===== src/rtl/mfbp_pkg.sv =====
// ---------------------------------------------------------------------------
// mfbp_pkg
// shared types and constants of the msb-first bit packer
// ---------------------------------------------------------------------------
package mfbp_pkg;

   localparam int OPCODE_W = 3;
   localparam int VALUE_W  = 24;
   localparam int LENGTH_W = 5;
   localparam int BUF_W    = 32;
   localparam int SUM_W    = 6;   // pending count plus one code length
   localparam int BYTE_W   = 8;
   localparam int TOTAL_W  = 32;

   // input opcodes
   localparam logic [OPCODE_W-1:0] OP_START        = 3'd0;
   localparam logic [OPCODE_W-1:0] OP_WRITE        = 3'd1;
   localparam logic [OPCODE_W-1:0] OP_MASKED_WRITE = 3'd2;
   localparam logic [OPCODE_W-1:0] OP_FINISH       = 3'd3;
   localparam logic [OPCODE_W-1:0] OP_FINISH_MARK  = 3'd4;

   typedef enum logic [1:0] {
      CMD_START,
      CMD_WRITE,
      CMD_FINISH,
      CMD_FINISH_MARK
   } cmd_kind_type;

   typedef struct packed {
      cmd_kind_type          kind;
      logic [VALUE_W-1:0]    value;
      logic [LENGTH_W-1:0]   length;
   } cmd_type;

   typedef struct packed {
      logic [BYTE_W-1:0]     out_byte;
      logic                  byte_valid;
      logic                  done_res;
      logic                  is_last;
      logic [TOTAL_W-1:0]    byte_total;
   } rsp_item_type;

   typedef enum logic [1:0] {
      ST_IDLE,
      ST_EMIT,
      ST_FLUSH,
      ST_REPORT
   } back_state_type;

   // handshake between the back end and the queues around it
   typedef struct packed {
      logic cmd_pop;
      logic rsp_push;
   } back_ctrl_type;

endpackage


===== src/rtl/mfbp_fifo.sv =====
// ---------------------------------------------------------------------------
// mfbp_fifo
// small first-in first-out queue with full and empty flags
// ---------------------------------------------------------------------------
module mfbp_fifo #(
   parameter int WIDTH = 8,
   parameter int DEPTH = 2
) (
   input  logic             clock,
   input  logic             reset,
   input  logic             push,
   input  logic [WIDTH-1:0] wr_data,
   input  logic             pop,
   output logic [WIDTH-1:0] rd_data,
   output logic             full,
   output logic             empty
);

   localparam int AW    = (DEPTH > 1) ? $clog2(DEPTH) : 1;
   localparam int CNT_W = AW + 1;

   logic [WIDTH-1:0] mem_ff [DEPTH];
   logic [AW-1:0]    wr_ptr_ff, wr_ptr_in;
   logic [AW-1:0]    rd_ptr_ff, rd_ptr_in;
   logic [CNT_W-1:0] cnt_ff, cnt_in;
   logic             do_push, do_pop;

   assign full    = (cnt_ff == CNT_W'(DEPTH));
   assign empty   = (cnt_ff == '0);
   assign do_push = push && !full;
   assign do_pop  = pop && !empty;
   assign rd_data = mem_ff[rd_ptr_ff];

   always_comb begin
      wr_ptr_in = wr_ptr_ff;
      rd_ptr_in = rd_ptr_ff;
      cnt_in    = cnt_ff;
      if (do_push) begin
         wr_ptr_in = (wr_ptr_ff == AW'(DEPTH - 1)) ? '0 : wr_ptr_ff + 1'b1;
      end
      if (do_pop) begin
         rd_ptr_in = (rd_ptr_ff == AW'(DEPTH - 1)) ? '0 : rd_ptr_ff + 1'b1;
      end
      case ({do_push, do_pop})
         2'b10:   cnt_in = cnt_ff + 1'b1;
         2'b01:   cnt_in = cnt_ff - 1'b1;
         default: cnt_in = cnt_ff;
      endcase
   end

   always_ff @(posedge clock) begin
      if (reset) begin
         wr_ptr_ff <= '0;
         rd_ptr_ff <= '0;
         cnt_ff    <= '0;
      end else begin
         wr_ptr_ff <= wr_ptr_in;
         rd_ptr_ff <= rd_ptr_in;
         cnt_ff    <= cnt_in;
      end
   end

   always_ff @(posedge clock) begin
      if (do_push) begin
         mem_ff[wr_ptr_ff] <= wr_data;
      end
   end

endmodule


===== src/rtl/mfbp_front.sv =====
// ---------------------------------------------------------------------------
// mfbp_front
// decodes an input item into a packer command and drops unknown opcodes
// ---------------------------------------------------------------------------
module mfbp_front
   import mfbp_pkg::*;
#(
   parameter int MAX_CODE_LENGTH = 24
) (
   input  logic [OPCODE_W-1:0] opcode,
   input  logic [VALUE_W-1:0]  code_value,
   input  logic [LENGTH_W-1:0] code_length,
   output logic                cmd_valid,
   output cmd_type             cmd
);

   localparam logic [LENGTH_W-1:0] MAX_LEN = LENGTH_W'(MAX_CODE_LENGTH);

   logic [LENGTH_W-1:0] len_sat;
   logic [VALUE_W+1:0]  mask_wide;

   assign len_sat   = (code_length > MAX_LEN) ? MAX_LEN : code_length;
   // lengths of the full value width or more keep every bit
   assign mask_wide = ((VALUE_W + 2)'(1) << len_sat) - (VALUE_W + 2)'(1);

   always_comb begin
      cmd_valid  = 1'b1;
      cmd.kind   = CMD_START;
      cmd.value  = code_value;
      cmd.length = len_sat;
      unique case (opcode)
         OP_START:        cmd.kind = CMD_START;
         OP_WRITE:        cmd.kind = CMD_WRITE;
         OP_MASKED_WRITE: begin
            cmd.kind  = CMD_WRITE;
            cmd.value = code_value & mask_wide[VALUE_W-1:0];
         end
         OP_FINISH:       cmd.kind = CMD_FINISH;
         OP_FINISH_MARK:  cmd.kind = CMD_FINISH_MARK;
         default:         cmd_valid = 1'b0;
      endcase
   end

endmodule


===== src/rtl/mfbp_back.sv =====
// ---------------------------------------------------------------------------
// mfbp_back
// bit buffer, pending count and byte counter; turns commands into items
// ---------------------------------------------------------------------------
module mfbp_back
   import mfbp_pkg::*;
#(
   parameter int COUNT_WIDTH = 32
) (
   input  logic          clock,
   input  logic          reset,
   input  cmd_type       cmd,
   input  logic          cmd_empty,
   input  logic          rsp_full,
   output back_ctrl_type ctrl,
   output rsp_item_type  rsp_item
);

   back_state_type         state_ff, state_in;
   logic [BUF_W-1:0]       buf_ff, buf_in;
   logic [SUM_W-1:0]       pend_ff, pend_in;
   logic [COUNT_WIDTH-1:0] count_ff, count_in;
   logic                   fin_ff, fin_in;

   logic [SUM_W-1:0]               sum;
   logic [SUM_W-1:0]               rem;
   logic [COUNT_WIDTH+TOTAL_W-1:0] count_ext;

   assign rem       = pend_ff - SUM_W'(BYTE_W);
   assign count_ext = {{TOTAL_W{1'b0}}, count_ff};

   always_comb begin
      state_in = state_ff;
      buf_in   = buf_ff;
      pend_in  = pend_ff;
      count_in = count_ff;
      fin_in   = fin_ff;
      ctrl     = '0;
      rsp_item = '0;
      sum      = pend_ff + SUM_W'(cmd.length);
      unique case (state_ff)
         ST_IDLE: begin
            if (!cmd_empty) begin
               ctrl.cmd_pop = 1'b1;
               unique case (cmd.kind)
                  CMD_START: begin
                     buf_in   = '0;
                     pend_in  = '0;
                     count_in = '0;
                  end
                  CMD_WRITE: begin
                     buf_in   = (buf_ff << cmd.length) | BUF_W'(cmd.value);
                     pend_in  = sum;
                     fin_in   = 1'b0;
                     state_in = (sum >= SUM_W'(BYTE_W)) ? ST_EMIT : ST_IDLE;
                  end
                  CMD_FINISH: begin
                     state_in = ST_FLUSH;
                  end
                  CMD_FINISH_MARK: begin
                     // end sentinel: a single 1 bit
                     sum      = pend_ff + SUM_W'(1);
                     buf_in   = (buf_ff << 1) | BUF_W'(1);
                     pend_in  = sum;
                     fin_in   = 1'b1;
                     state_in = (sum >= SUM_W'(BYTE_W)) ? ST_EMIT : ST_FLUSH;
                  end
                  default: state_in = ST_IDLE;
               endcase
            end
         end
         ST_EMIT: begin
            if (!rsp_full) begin
               ctrl.rsp_push       = 1'b1;
               rsp_item.out_byte   = BYTE_W'(buf_ff >> rem);
               rsp_item.byte_valid = 1'b1;
               rsp_item.is_last    = (rem < SUM_W'(BYTE_W)) && !fin_ff;
               count_in            = count_ff + 1'b1;
               pend_in             = rem;
               if (rem < SUM_W'(BYTE_W)) begin
                  state_in = fin_ff ? ST_FLUSH : ST_IDLE;
               end
            end
         end
         ST_FLUSH: begin
            if (!rsp_full) begin
               ctrl.rsp_push = 1'b1;
               if (pend_ff != '0) begin
                  // leftover bits, zero padded at the bottom
                  rsp_item.out_byte   = BYTE_W'(buf_ff << (SUM_W'(BYTE_W) - pend_ff));
                  rsp_item.byte_valid = 1'b1;
                  count_in            = count_ff + 1'b1;
                  state_in            = ST_REPORT;
               end else begin
                  rsp_item.done_res   = 1'b1;
                  rsp_item.is_last    = 1'b1;
                  rsp_item.byte_total = count_ext[TOTAL_W-1:0];
                  state_in            = ST_IDLE;
               end
            end
         end
         ST_REPORT: begin
            if (!rsp_full) begin
               ctrl.rsp_push       = 1'b1;
               rsp_item.done_res   = 1'b1;
               rsp_item.is_last    = 1'b1;
               rsp_item.byte_total = count_ext[TOTAL_W-1:0];
               state_in            = ST_IDLE;
            end
         end
         default: state_in = ST_IDLE;
      endcase
   end

   always_ff @(posedge clock) begin
      if (reset) begin
         state_ff <= ST_IDLE;
         buf_ff   <= '0;
         pend_ff  <= '0;
         count_ff <= '0;
         fin_ff   <= 1'b0;
      end else begin
         state_ff <= state_in;
         buf_ff   <= buf_in;
         pend_ff  <= pend_in;
         count_ff <= count_in;
         fin_ff   <= fin_in;
      end
   end

endmodule


===== src/rtl/msb_first_bit_packer.sv =====
// ---------------------------------------------------------------------------
// msb_first_bit_packer
// Packs variable-length codes, most significant bit first, into bytes. Push
// items on the req_ side while full is low; opcodes are start, write, masked
// write, finish and finish with a 1-bit end sentinel, and unknown opcodes are
// taken and dropped. Each emitted byte comes out as one rsp_ item, and a
// finish ends with a report item carrying the byte count since start; the
// final item of each input has is_last set. The front decodes in the accept
// cycle into a two-entry command queue. The back end takes a command in its
// idle state and then writes one result item per cycle, while the two-entry
// result queue has room, so a write runs the emit state once per released
// byte and a finish runs the flush state and, when bits are pending, the
// report state; it takes no new command until the last one is done.
// ---------------------------------------------------------------------------
module msb_first_bit_packer
   import mfbp_pkg::*;
#(
   parameter int MAX_CODE_LENGTH = 24,
   parameter int COUNT_WIDTH     = 32
) (
   input  logic                clock,
   input  logic                reset,
   // input item queue side
   input  logic                req_push,
   output logic                req_full,
   input  logic [OPCODE_W-1:0] req_opcode,
   input  logic [VALUE_W-1:0]  req_code_value,
   input  logic [LENGTH_W-1:0] req_code_length,
   // result item queue side
   output logic                rsp_empty,
   input  logic                rsp_pop,
   output logic [BYTE_W-1:0]   rsp_out_byte,
   output logic                rsp_byte_valid,
   output logic                rsp_done_res,
   output logic                rsp_is_last,
   output logic [TOTAL_W-1:0]  rsp_byte_total
);

   localparam int CMD_DEPTH = 2;
   localparam int RSP_DEPTH = 2;

   // front to command queue
   logic          dec_valid;
   cmd_type       dec_cmd;
   logic          cmd_push;
   logic          cmd_full;
   logic          cmd_empty;
   cmd_type       cmd_head;

   // back end to result queue
   back_ctrl_type back_ctrl;
   rsp_item_type  back_item;
   logic          rsp_full;
   rsp_item_type  rsp_head;

   // decode and classify the incoming item
   mfbp_front #(
      .MAX_CODE_LENGTH(MAX_CODE_LENGTH)
   ) u_front (
      .opcode     (req_opcode),
      .code_value (req_code_value),
      .code_length(req_code_length),
      .cmd_valid  (dec_valid),
      .cmd        (dec_cmd)
   );

   // an item is taken whenever the command queue has room, unknown ones vanish
   assign req_full = cmd_full;
   assign cmd_push = req_push && !cmd_full && dec_valid;

   // command queue, lets the front keep accepting while the back end works
   mfbp_fifo #(
      .WIDTH($bits(cmd_type)),
      .DEPTH(CMD_DEPTH)
   ) u_cmd_fifo (
      .clock  (clock),
      .reset  (reset),
      .push   (cmd_push),
      .wr_data(dec_cmd),
      .pop    (back_ctrl.cmd_pop),
      .rd_data(cmd_head),
      .full   (cmd_full),
      .empty  (cmd_empty)
   );

   // bit buffer and byte sequencer
   mfbp_back #(
      .COUNT_WIDTH(COUNT_WIDTH)
   ) u_back (
      .clock    (clock),
      .reset    (reset),
      .cmd      (cmd_head),
      .cmd_empty(cmd_empty),
      .rsp_full (rsp_full),
      .ctrl     (back_ctrl),
      .rsp_item (back_item)
   );

   // result queue, the head item drives the rsp_ ports
   mfbp_fifo #(
      .WIDTH($bits(rsp_item_type)),
      .DEPTH(RSP_DEPTH)
   ) u_rsp_fifo (
      .clock  (clock),
      .reset  (reset),
      .push   (back_ctrl.rsp_push),
      .wr_data(back_item),
      .pop    (rsp_pop),
      .rd_data(rsp_head),
      .full   (rsp_full),
      .empty  (rsp_empty)
   );

   assign rsp_out_byte   = rsp_head.out_byte;
   assign rsp_byte_valid = rsp_head.byte_valid;
   assign rsp_done_res   = rsp_head.done_res;
   assign rsp_is_last    = rsp_head.is_last;
   assign rsp_byte_total = rsp_head.byte_total;

   // back end never writes a result into a full queue
   a_no_rsp_overrun: assert property (@(posedge clock) disable iff (reset)
      back_ctrl.rsp_push |-> !rsp_full)
      else $error("result written while result queue full");

   // back end never pops an empty command queue
   a_no_cmd_underrun: assert property (@(posedge clock) disable iff (reset)
      back_ctrl.cmd_pop |-> !cmd_empty)
      else $error("command popped from empty queue");

   // a report item carries no byte and always closes its input
   a_report_shape: assert property (@(posedge clock) disable iff (reset)
      (!rsp_empty && rsp_done_res) |-> (!rsp_byte_valid && rsp_is_last))
      else $error("malformed finish report item");

   // nothing waits on the result side right after reset
   a_reset_empty: assert property (@(posedge clock)
      reset |=> rsp_empty)
      else $error("result queue not empty after reset");

endmodule


===== config.mk =====
export PLATFORM = sky130hd
export DESIGN_NAME = msb_first_bit_packer
export DESIGN_NICKNAME = d
export VERILOG_FILES = /design/src/rtl/mfbp_pkg.sv /design/src/rtl/mfbp_fifo.sv /design/src/rtl/mfbp_front.sv /design/src/rtl/mfbp_back.sv /design/src/rtl/msb_first_bit_packer.sv
export SDC_FILE = /design/constraint.sdc
export NUM_CORES = 1
export LEC_CHECK = 0
export ABC_AREA = 1
export BUFFER_PORTS_ARGS = -buffer_cell sky130_fd_sc_hd__buf_2
export CAP_MARGIN = 10
export CORE_UTILIZATION = 62
export DETAILED_ROUTE_END_ITERATION = 10
export GPL_ROUTABILITY_DRIVEN = 0
export PLACE_DENSITY = 0.91
export SLEW_MARGIN = 20
export SYNTH_ARGS = -nofsm -noshare
export SYNTH_HDL_FRONTEND = slang
export SYNTH_SLANG_ARGS = --single-unit
export TNS_END_PERCENT = 50

===== constraint.sdc =====
create_clock -name clock -period 3.7 [get_ports clock]
set_clock_uncertainty 0.2 [all_clocks]
set_input_delay 0.37 -clock clock [delete_from_list [all_inputs] [get_ports clock]]
set_output_delay 0.37 -clock clock [all_outputs]
set_load 0.05 [all_outputs]

Word level (Yosys, flattened, before mapping):

Memories as Yosys holds them, arrays and structs flattened. A register that Yosys moved wholly into a read port is not among the register bits.
Index checks and enable logic that the tools add are counted.

* bits in registers: 81
* memory bits (writable): 148
* input port bits: 36
* output and inout bits: 45
* logic and storage cells: 150
* memories: 2

Memories
* u_rsp_fifo.mem_ff: words 2, width 43, read ports 1, clocked after Yosys merged registers in 1, wr ports 1, line mfbp_fifo.sv:22 `logic [WIDTH-1:0] mem_ff [DEPTH];`
* u_cmd_fifo.mem_ff: words 2, width 31, read ports 1, clocked after Yosys merged registers in 1, wr ports 1, line mfbp_fifo.sv:22

* add/sub/neg operators: 14
* magnitude comparators: 4
* eq/ne operators: 25
* shift operators: 4
* muxes and demuxes: 55
* bitwise gates (word level): 3
* reductions and logical operators: 32

Operators with widths (count)
* 32-bit case mux with 3 select lines: 2
* 32-bit two-way mux: 5
* 34-bit two-way mux: 2
* 32-bit case mux with 2 select lines: 1
* 43-bit two-way mux: 1
* 32-bit by 1-bit adder with 32-bit output (second input constant): 1
* 32-bit by 24-bit OR with 32-bit output: 1
* 32-bit by 5-bit << shifter with 32-bit output: 1
* 32-bit by 6-bit << shifter with 8-bit output: 1
* 32-bit by 6-bit >> shifter with 8-bit output: 1
* 24-bit AND: 1
* 24-bit two-way mux: 1
* 1-bit by 5-bit << shifter with 24-bit output (first input constant): 1
* 24-bit by 2-bit subtractor with 24-bit output (second input constant): 1
* 1-bit two-way mux: 19
* 9-bit two-way mux: 2
* 6-bit case mux with 3 select lines: 1
* 9-bit case mux with 2 select lines: 1
* 2-bit == test (second input constant): 8
* 2-bit two-way mux: 8
* 6-bit by 4-bit greater-or-equal comparator with 1-bit output (second input constant): 2
* 6-bit two-way mux: 2
* 2-bit case mux with 3 select lines: 2
* 6-bit case mux with 2 select lines: 1
* 35 further kinds: 71

Depth between registers and ports, before layout:

Gate-level depths: netlist (run 1).

* depth in word-level cells: 7
* depth in mapped cells: 17
* gate-level depth less buffers: 16

Modules after synthesis:

A second synthesis (run 1) with hierarchy kept.

* cell total of the unflattened synthesis: 1955
* area, all modules: 15113.2 sq um

By module, submodules not included
* mfbp_back: times used 1, cells an instance 1454, area an instance 7923.8 sq um, sequential area each 1461.4 sq um
* mfbp_fifo at u_rsp_fifo: times used 1, cells an instance 174, area an instance 3553.4 sq um, sequential area each 2682.6 sq um
* mfbp_fifo at u_cmd_fifo: times used 1, cells an instance 136, area an instance 2627.5 sq um, sequential area each 1961.9 sq um
* mfbp_front: times used 1, cells an instance 189, area an instance 998.5 sq um, sequential area each 0.0 sq um
* msb_first_bit_packer: times used 1, cells an instance 2, area an instance 10.0 sq um, sequential area each 0.0 sq um

Worst setup path after synthesis (run 1):

Ideal clock, no wire load.

* kind: register to register
* start: register u_back.state_ff[0]
* end: memory u_rsp_fifo.mem_ff[1][0] (netlist bit), enable pin
* arrival time: 2.730 ns
* data required time: 3.055 ns
* setup slack: 0.325 ns
* stages on the path, launching flop included: 6
* cell sequence: dfxtp_1 inv_1 ha_1 nor2_1 inv_1 nor2_1

* word-level cells in the longest chain between the ends: 6
* elaborated cells between the ends (all ways): 8
* those cells by class: eq/ne: 3; mux: 3; reduce/logical: 2

RTL lines
* start: declaration: line mfbp_back.sv:19 `back_state_type state_ff, state_in;`
* start signal: assignment: line mfbp_back.sv:123 `state_ff <= state_in;`
* 2-bit by 1-bit == test with 1-bit output / 2-bit == test (equally long branches): line mfbp_back.sv:41 `unique case (state_ff)`
* 3-bit OR reduction (no line) (*)
* 1-bit two-way mux (*)
* 1-bit logical AND (*): line mfbp_fifo.sv:30 `assign do_push = push && !full;`
* 1-bit two-way mux (*): line mfbp_fifo.sv:64 `if (do_push) begin`
* 1-bit two-way mux (implied by the code) (*): line mfbp_fifo.sv:65 `mem_ff[wr_ptr_ff] <= wr_data;`
* end: declaration: line mfbp_fifo.sv:22

Mark *: on every way between the ends. The rest lies on a longest branch, timed or not.

==> results of run 1 <==
-- registers in the layout, indices dropped and copies added (netlist names), 2 cells and up, named ones only --
name               cells
u_back.pend_ff         6
u_cmd_fifo.cnt_ff      2
u_rsp_fifo.mem_ff     86
u_back.buf_ff         32
u_back.state_ff        2
u_cmd_fifo.mem_ff     62
u_back.count_ff       32
u_rsp_fifo.cnt_ff      2
-- area by class of cell --
type                       count  area share (%)
tap                          313            2.47
timing repair buffer         109            4.06
clock buffer                  32            4.24
multi-input combinational   1418            45.9
clock inverter                12           0.576
inverter                     179            4.27
sequential                   231            38.5
-- stage by stage --
stage | util (%) | cells | hold WS [ps]
floorplan | - | 1920 | 226
global placement | 65.8 | 2240 | 227
detailed placement | 65.8 | 2240 | 253
CTS | 69.6 | 2294 | 22.4
global route | 69.6 | 2294 | 36.3
finish | 69.6 | 2294 | 32.6
-- kinds of logic after synthesis --
logic type | share of synthesized area (%)
adder cells (fa/ha/maj) | 2.30
AND/OR/NAND/NOR | 30.5
XOR/XNOR | 1.21
buffers and inverters | 7.73
multiplexers | 4.46
flip-flops | 42.2
AO/OA/AOI/OAI | 11.6
-- metal layers --
metal	routed length, µm	vias up
li1	-	6581
met1	15100	6326
met2	18100	960
met3	4260	146
met4	1350	0
met5	0	-
-- power groups by stage --
stage          registers, µW  clock network [µW]  logic, µW
6_report                3460                2350       5420
5_1_grt                 3490                2470       5870
4_1_cts                 3460                2360       5300
3_5_place_dp            3500                   0       5240
3_3_place_gp            3470                   0       5120
2_1_floorplan           3390                   0       4270
-- synth_stat cells (4+ instances only) --
cell type	n	area, µm²
sky130_fd_sc_hd__nand3_1	225	1130
sky130_fd_sc_hd__o21ai_1	10	50.1
sky130_fd_sc_hd__a21boi_0	11	82.6
sky130_fd_sc_hd__edfxtp_1	148	4440
sky130_fd_sc_hd__nand2_1	543	2040
sky130_fd_sc_hd__nor2_2	4	25.0
sky130_fd_sc_hd__buf_4	8	60.1
sky130_fd_sc_hd__or2_2	9	56.3
sky130_fd_sc_hd__nor3_1	38	190
sky130_fd_sc_hd__dfxtp_1	83	1660
sky130_fd_sc_hd__xnor2_1	6	52.6
sky130_fd_sc_hd__ha_1	25	313
sky130_fd_sc_hd__buf_2	29	145
sky130_fd_sc_hd__buf_1	6	22.5
sky130_fd_sc_hd__nor2_1	139	522
sky130_fd_sc_hd__o22ai_1	6	37.5
sky130_fd_sc_hd__o21ai_0	108	541
sky130_fd_sc_hd__clkbuf_1	45	169
sky130_fd_sc_hd__inv_2	7	26.3
sky130_fd_sc_hd__a31oi_1	4	25.0
sky130_fd_sc_hd__nor4_1	4	25.0
sky130_fd_sc_hd__nand3b_1	6	45.0
sky130_fd_sc_hd__mux2_2	43	484
sky130_fd_sc_hd__o211ai_1	17	128
sky130_fd_sc_hd__nand4_1	35	219
sky130_fd_sc_hd__a21oi_1	103	515
sky130_fd_sc_hd__o221ai_1	6	52.6
sky130_fd_sc_hd__o21ai_4	4	65.1
sky130_fd_sc_hd__buf_6	4	45.0
sky130_fd_sc_hd__mux2i_1	16	160
sky130_fd_sc_hd__inv_1	167	627
sky130_fd_sc_hd__a211oi_1	6	45.0
sky130_fd_sc_hd__o21a_1	6	45.0
sky130_fd_sc_hd__xor2_1	14	123
-- worst register-to-register path: cells and delay by family, from the launching register on --
family / cells / cell delay (ps)
buffers and inverters: 3 / 1180
AOI/OAI and AO/OA: 1 / 280
adders and majority gates: 1 / 260
and+or+nand+nor: 3 / 970
DFF: 1 / 320
-- path summary, 6_finish.rpt --
kind         slack, ps                         startpoint  cells after the start                                 end
max                280     u_back.pend_ff[0]$_SDFFE_PP0P_                      8   u_rsp_fifo.mem_ff[1][5]$_DFFE_PP_
min                 30                 req_code_value[21]                      2  u_cmd_fifo.mem_ff[0][26]$_DFFE_PP_
max reg2reg        280     u_back.pend_ff[0]$_SDFFE_PP0P_                      8   u_rsp_fifo.mem_ff[1][5]$_DFFE_PP_
min reg2reg        270  u_rsp_fifo.rd_ptr_ff$_SDFFE_PP0P_                      1                           flip-flop
==> insert_results.sql, run 1 <==
INSERT INTO impl_metrics (metric_group, metric, value, unit) VALUES
('outcome', 'outcome', 'complete, no violations', ''),
('finish', 'flow.area_growth_from_synthesis', '9.64', '%'),
('critical_path', 'crit_path_cell_chain', 'clkinv_1 -> ha_1 -> inv_1 -> nor4_2 -> nand2_1 -> a21oi_1 -> clkinv_1 -> nor2_1', ''),
('clocking', 'ctsLongestPathBuffers', '3', ''),
('global_route', 'groute.usage.overall', '31.9', '%'),
('finish', 'diodes', '0', ''),
('synth', 'yosys_register_bits', '231', ''),
('timing', 'timing_worst_slew_pin_value', '1030', 'ps'),
('critical_path', 'path_buf_inv', '3', ''),
('critical_path', 'crit_path_start_kind', 'flip-flop', ''),
('floorplanning', 'total_die_area', '23900', 'µm²'),
('floorplanning', 'floorplan.initialDensity', '63.5', '%'),
('timing', 'timing.slew.headroom', '31.3', '%'),
('timing', 'setup_viol', '0', ''),
('route', 'initialDrtViolationCount', '1976', ''),
('timing', 'fin_ws', '285', 'ps'),
('power', 'sw_ratio', '45.8', '%'),
('timing', 'max_freq', '0.293', 'GHz'),
('clocking', 'clock_sink_count', '231', ''),
('clocking', 'post-cts-setup-buffers', '0', ''),
('floorplanning', 'area_of_the_placeable_core', '22800', 'µm²'),
('power', 'pwr-share-seq', '30.8', '%'),
('global_route', 'grt_use_met2', '53.0', '%'),
('finish', 'fill_cells', '1721', ''),
('hold_path', 'hold_path.class', 'input port to flip-flop', ''),
('power', 'power-per-cell-area', '708', 'nW/µm²'),
('floorplanning', 'ios', '81', ''),
('critical_path', 'crit_required', '3800', 'ps'),
('timing', 'timing.setup.tns', '0', 'ps'),
('critical_path', 'worstSetupEndpointType', 'flip-flop', ''),
('clocking', 'cts.reportedPaths.clkPinSlew', '60', 'ps'),
('synth', 'synthArstFlopShare', '0', '%'),
('power', 'power.net_switching', '5140', 'µW'),
('timing', 'final_period_minus_worst_setup_slack', '3420', 'ps'),
('clocking', 'cts_max_level', '1', ''),
('critical_path', 'cp_max_fo', '32', ''),
('route', 'post_drt_wl_per_cell', '16.9', 'µm'),
('critical_path', 'timing.critical_path.max_delay_family', 'buffers and inverters', ''),
('synth', 'seq_area_frac_synth', '42.2', '%'),
('finish', 'fin_area', '15900', 'µm²'),
('clocking', 'numCtsBuffers', '24', ''),
('finish', 'final_common_cell', 'sky130_fd_sc_hd__nand2_1', ''),
('power', 'power.leakage', '0.00636', 'µW'),
('critical_path', 'cp.arrival', '3520', 'ps'),
('finish', 'layout_common_cells', '543 x sky130_fd_sc_hd__nand2_1, 225 x sky130_fd_sc_hd__nand3_1, 166 x sky130_fd_sc_hd__inv_1, 148 x sky130_fd_sc_hd__edfxtp_1, 135 x sky130_fd_sc_hd__nor2_1', ''),
('critical_path', 'most_prevalent_standard_cell_on_the_critical_path', 'sky130_fd_sc_hd__clkinv_1', ''),
('synth', 'postSynthNetCount', '1982', ''),
('power', 'internal-power', '6080', 'µW'),
('finish', 'multi_input_area', '7270', 'µm²'),
('route', 'postRouteAntennaNets', '0', ''),
('clocking', 'cts_hold_repair.buffers', '10', ''),
('critical_path', 'cp_slowest_cell', 'sky130_fd_sc_hd__clkinv_1', ''),
('global_route', 'largest_net_degree_at_the_start_of_global_routing', '59', ''),
('placed_design', 'port_buffers', '80', ''),
('route', 'avgViaCountPerCell', '6.11', ''),
('power', 'total_power', '11200', 'µW'),
('global_route', 'grt-busiest-layer', 'met2', ''),
('critical_path', 'criticalPathCategory', 'flip-flop to flip-flop', ''),
('global_route', 'grt-ovfl-total', '0', ''),
('job', 'maxCapViolations', '0', ''),
('floorplanning', 'dieWidth', '155', 'µm'),
('clocking', 'clock_tree_from_tritoncts', 'yes', ''),
('placed_design', 'dpl-instance-area', '15000', 'µm²'),
('route', 'vias', '14000', ''),
('clocking', 'clock_insertion_delay_worst_skew', '520', 'ps'),
('route', 'drc', '0', ''),
('critical_path', 'slowest_delay', '830', 'ps'),
('global_route', 'gr_met3_demand_resource', '4.46', '%'),
('synth', 'synth.yosys.warnings', '0', ''),
('synth', 'synthFlopType', 'sky130_fd_sc_hd__edfxtp_1', ''),
('synth', 'synth_area_per_cell', '7.53', 'µm²');
(Power assumes the default switching activity.)
==> run 2: changes to the inputs <==
--- a/config.mk
+++ b/config.mk
@@ -14,2 +14,3 @@
 export PLACE_DENSITY = 0.91
+export REMOVE_ABC_BUFFERS = 1
 export SLEW_MARGIN = 20
==> constraint.sdc (replaced) <==
create_clock -name clock -period 3.7 [get_ports clock]
set_clock_uncertainty 0.2 [all_clocks]
set_input_delay 0 -clock clock [delete_from_list [all_inputs] [get_ports clock]]
set_output_delay 0 -clock clock [all_outputs]
set_load 0.05 [all_outputs]
==> run 2 against run 1 <==
Against the previous run: sequential cell count stayed put; worst setup slack worse by 54 ps; global-route usage is 1.7 points higher; die area stayed put; cell area is 2.9% higher; worst hold slack better by 120 ps; register-to-register slack better by 130 ps; highest routed layer unchanged; clock-buffer cell count is 6 higher; critical path type is now input port to flip-flop; largest power group unchanged; critical path depth is 9 higher; via count is 2.7% higher; largest cell class unchanged; clock power is 14% higher.
==> insert_results.sql, run 2 (synthesis results as in run 1) <==
INSERT INTO impl_metrics (metric_group, metric, value, unit) VALUES
('finish', 'post-route-util', '71.6', '%'),
('clocking', 'post-cts-setup-buffers', '0', ''),
('route', 'detail_route.first_pass.iterations', '6', ''),
('route', 'post_drt_wl_per_cell', '17.6', 'µm'),
('finish', 'finish.net_count', '2058', ''),
('critical_path', 'criticalPathCategory', 'input port to flip-flop', ''),
('route', 'drt_wl_total', '40900', 'µm'),
('timing', 'rsz_0062_raised_after_global_routing', 'no', ''),
('power', 'power-per-cell-area', '713', 'nW/µm²'),
('route', 'vias', '14400', ''),
('finish', 'final_common_cell', 'sky130_fd_sc_hd__nand2_1', ''),
('global_route', 'grt_pass1_vias', '13500', ''),
('route', 'drc', '0', ''),
('power', 'power.leakage', '0.00655', 'µW'),
('clocking', 'clk_root_buffer_cell', 'sky130_fd_sc_hd__clkbuf_16', ''),
('timing', 'final_period_minus_worst_setup_slack', '3470', 'ps'),
('critical_path', 'rr_worst_depth', '12', ''),
('finish', 'share_of_post_route_cells_with_drive_strength_above_1', '11.4', '%'),
('finish', 'flip_flop_count_of_the_largest_register_after_layout', '86', ''),
('clocking', 'cts_max_level', '1', ''),
('outcome', 'outcome', 'complete, no violations', ''),
('route', 'avgViaCountPerCell', '6.18', ''),
('timing', 'drv_slew', '0', ''),
('floorplanning', 'floorplan.initialDensity', '63.5', '%'),
('route', 'initialDrtViolationCount', '1943', ''),
('floorplanning', 'die_y', '155', 'µm'),
('finish', 'flow.area_growth_from_synthesis', '12.8', '%'),
('floorplanning', 'total_die_area', '23900', 'µm²'),
('floorplanning', 'dieWidth', '155', 'µm'),
('critical_path', 'crit_path_start_kind', 'input port', ''),
('clocking', 'cts.reportedPaths.clkPinSlew', '60', 'ps'),
('power', 'ir_drop', '0.000504', 'V'),
('timing', 'timing_worst_slew_pin_value', '1020', 'ps'),
('finish', 'largest_reg_by_ff_count', 'u_rsp_fifo.mem_ff', ''),
('critical_path', 'crit_required', '3790', 'ps'),
('placed_design', 'dpl-instance-area', '15000', 'µm²'),
('finish', 'reg_top3', 'u_rsp_fifo.mem_ff: 86 flops, u_cmd_fifo.mem_ff: 62 flops', ''),
('floorplanning', 'area_of_the_placeable_core', '22800', 'µm²'),
('critical_path', 'cp_max_fo', '13', ''),
('hold_path', 'whs_path_depth', '4', ''),
('clocking', 'cts_hold_repair.buffers', '43', ''),
('timing', 'timing.slew.headroom', '31.9', '%'),
('finish', 'layout_common_cells', '543 x sky130_fd_sc_hd__nand2_1, 225 x sky130_fd_sc_hd__nand3_1, 167 x sky130_fd_sc_hd__inv_1, 148 x sky130_fd_sc_hd__edfxtp_1, 135 x sky130_fd_sc_hd__nor2_1', ''),
('clocking', 'clock_insertion_delay_worst_skew', '530', 'ps'),
('timing', 'whs', '156', 'ps'),
('global_route', 'grt_first_pass_wirelength', '65400', 'µm'),
('clocking', 'numCtsBuffers', '24', ''),
('job', 'maxCapViolations', '0', ''),
('critical_path', 'worstSetupEndpointType', 'flip-flop', ''),
('clocking', 'ctsLongestPathBuffers', '3', ''),
('clocking', 'clock_sink_count', '231', ''),
('hold_path', 'hold_path.class', 'input port to flip-flop', ''),
('placed_design', 'port_buffers', '80', ''),
('floorplanning', 'ios', '81', ''),
('clocking', 'post_cts.resized_instances', '0', ''),
('route', 'postRouteAntennaNets', '0', ''),
('global_route', 'groute.usage.overall', '33.7', '%'),
('clocking', 'clock_tree_from_tritoncts', 'yes', ''),
('global_route', 'grt-ovfl-total', '0', ''),
('timing', 'fin_crit_sh', '93.8', '%'),
('finish', 'fin_area', '16300', 'µm²'),
('timing', 'hold_violations', '0', ''),
('timing', 'setup_viol', '0', ''),
('timing', 'timing.setup.tns', '0', 'ps'),
('floorplanning', 'placementRows', '55', ''),
('critical_path', 'cp.arrival', '3560', 'ps'),
('timing', 'max_freq', '0.288', 'GHz'),
('global_route', 'antenna_found_initial', '1', ''),
('placed_design', 'hpwlAfterDp', '26400', 'µm'),
('global_route', 'largest_net_degree_at_the_start_of_global_routing', '59', '');
[run 2: cell types whose count changed in the layout (fill, tap and decap cells not counted), moves of 2 or more]
cell | previous run | this run
sky130_fd_sc_hd__bufinv_16 | 1 | 4
sky130_fd_sc_hd__clkinv_1 | 7 | 3
sky130_fd_sc_hd__clkbuf_1 | 5 | 7
sky130_fd_sc_hd__clkinv_2 | 6 | 1
sky130_fd_sc_hd__dlygate4sd3_1 | 10 | 43
sky130_fd_sc_hd__clkbuf_8 | 2 | 5
[run 2: metal layers]
metal / track usage, % / up-vias / routed length (µm)
met1: 41.2 / 6454 / 15100
met4: 17.7 / 0 / 2400
met2: 57.7 / 1044 / 19100
met5: 0 / - / 0
met3: 5.10 / 260 / 4310
li1: - / 6633 / -
[run 2: worst max-delay path, stage by stage]
cell,delay [ps]
sky130_fd_sc_hd__dlygate4sd3_1,550
sky130_fd_sc_hd__buf_2,240
sky130_fd_sc_hd__inv_1,250
sky130_fd_sc_hd__nand3_1,270
sky130_fd_sc_hd__nor2_1,80
sky130_fd_sc_hd__inv_1,90
sky130_fd_sc_hd__ha_1,220
sky130_fd_sc_hd__inv_1,90
sky130_fd_sc_hd__nor2_1,210
sky130_fd_sc_hd__nand2_1,150
sky130_fd_sc_hd__nor3_1,300
sky130_fd_sc_hd__nand2_1,170
sky130_fd_sc_hd__o21bai_1,160
sky130_fd_sc_hd__nand3_1,90
sky130_fd_sc_hd__nand2_1,80
sky130_fd_sc_hd__dlygate4sd3_1,540
sky130_fd_sc_hd__inv_1,50
[run 2: layout make-up]
cell class                      count  area, µm²
Antenna cell                        1       2.50
Clock buffer                       38        746
Clock inverter                      6        134
Fill cell                        1608       6470
Inverter                          179        677
Multi-Input combinational cell   1418       7270
Sequential cell                   231       6110
Tap cell                          313        392
Timing Repair Buffer              142        986
[run 2: report_power, final]
group / leakage [µW] / switching (µW) / total (µW) / internal (µW)
Sequential: 0.00211 / 237 / 3450 / 3210
Combinational: 0.00402 / 3950 / 5500 / 1550
Clock: 0.000429 / 1020 / 2680 / 1660
[run 2: worst paths after layout]
kind / start / endpoint / slack [ps]
hold reg to reg: u_cmd_fifo.rd_ptr_ff$_SDFFE_PP0P_ / flip-flop / 250
hold / removal: req_code_value[10] / u_cmd_fifo.mem_ff[0][15]$_DFFE_PP_ / 160
setup / recovery: req_code_length[3] / u_cmd_fifo.mem_ff[1][25]$_DFFE_PP_ / 230
setup reg to reg: flip-flop / u_back.count_ff[19]$_SDFFE_PP0P_ / 410
[run 2: per-stage QoR]
stage                     total power, µW  worst slack (ps)  cells
final                               11600               230   2328
after global routing                12200              35.1   2328
after CTS                           11500               488   2327
after detailed placement             8750               595   2240
after global placement               8590               758   2240
after floorplan                      7400             -1020   1828
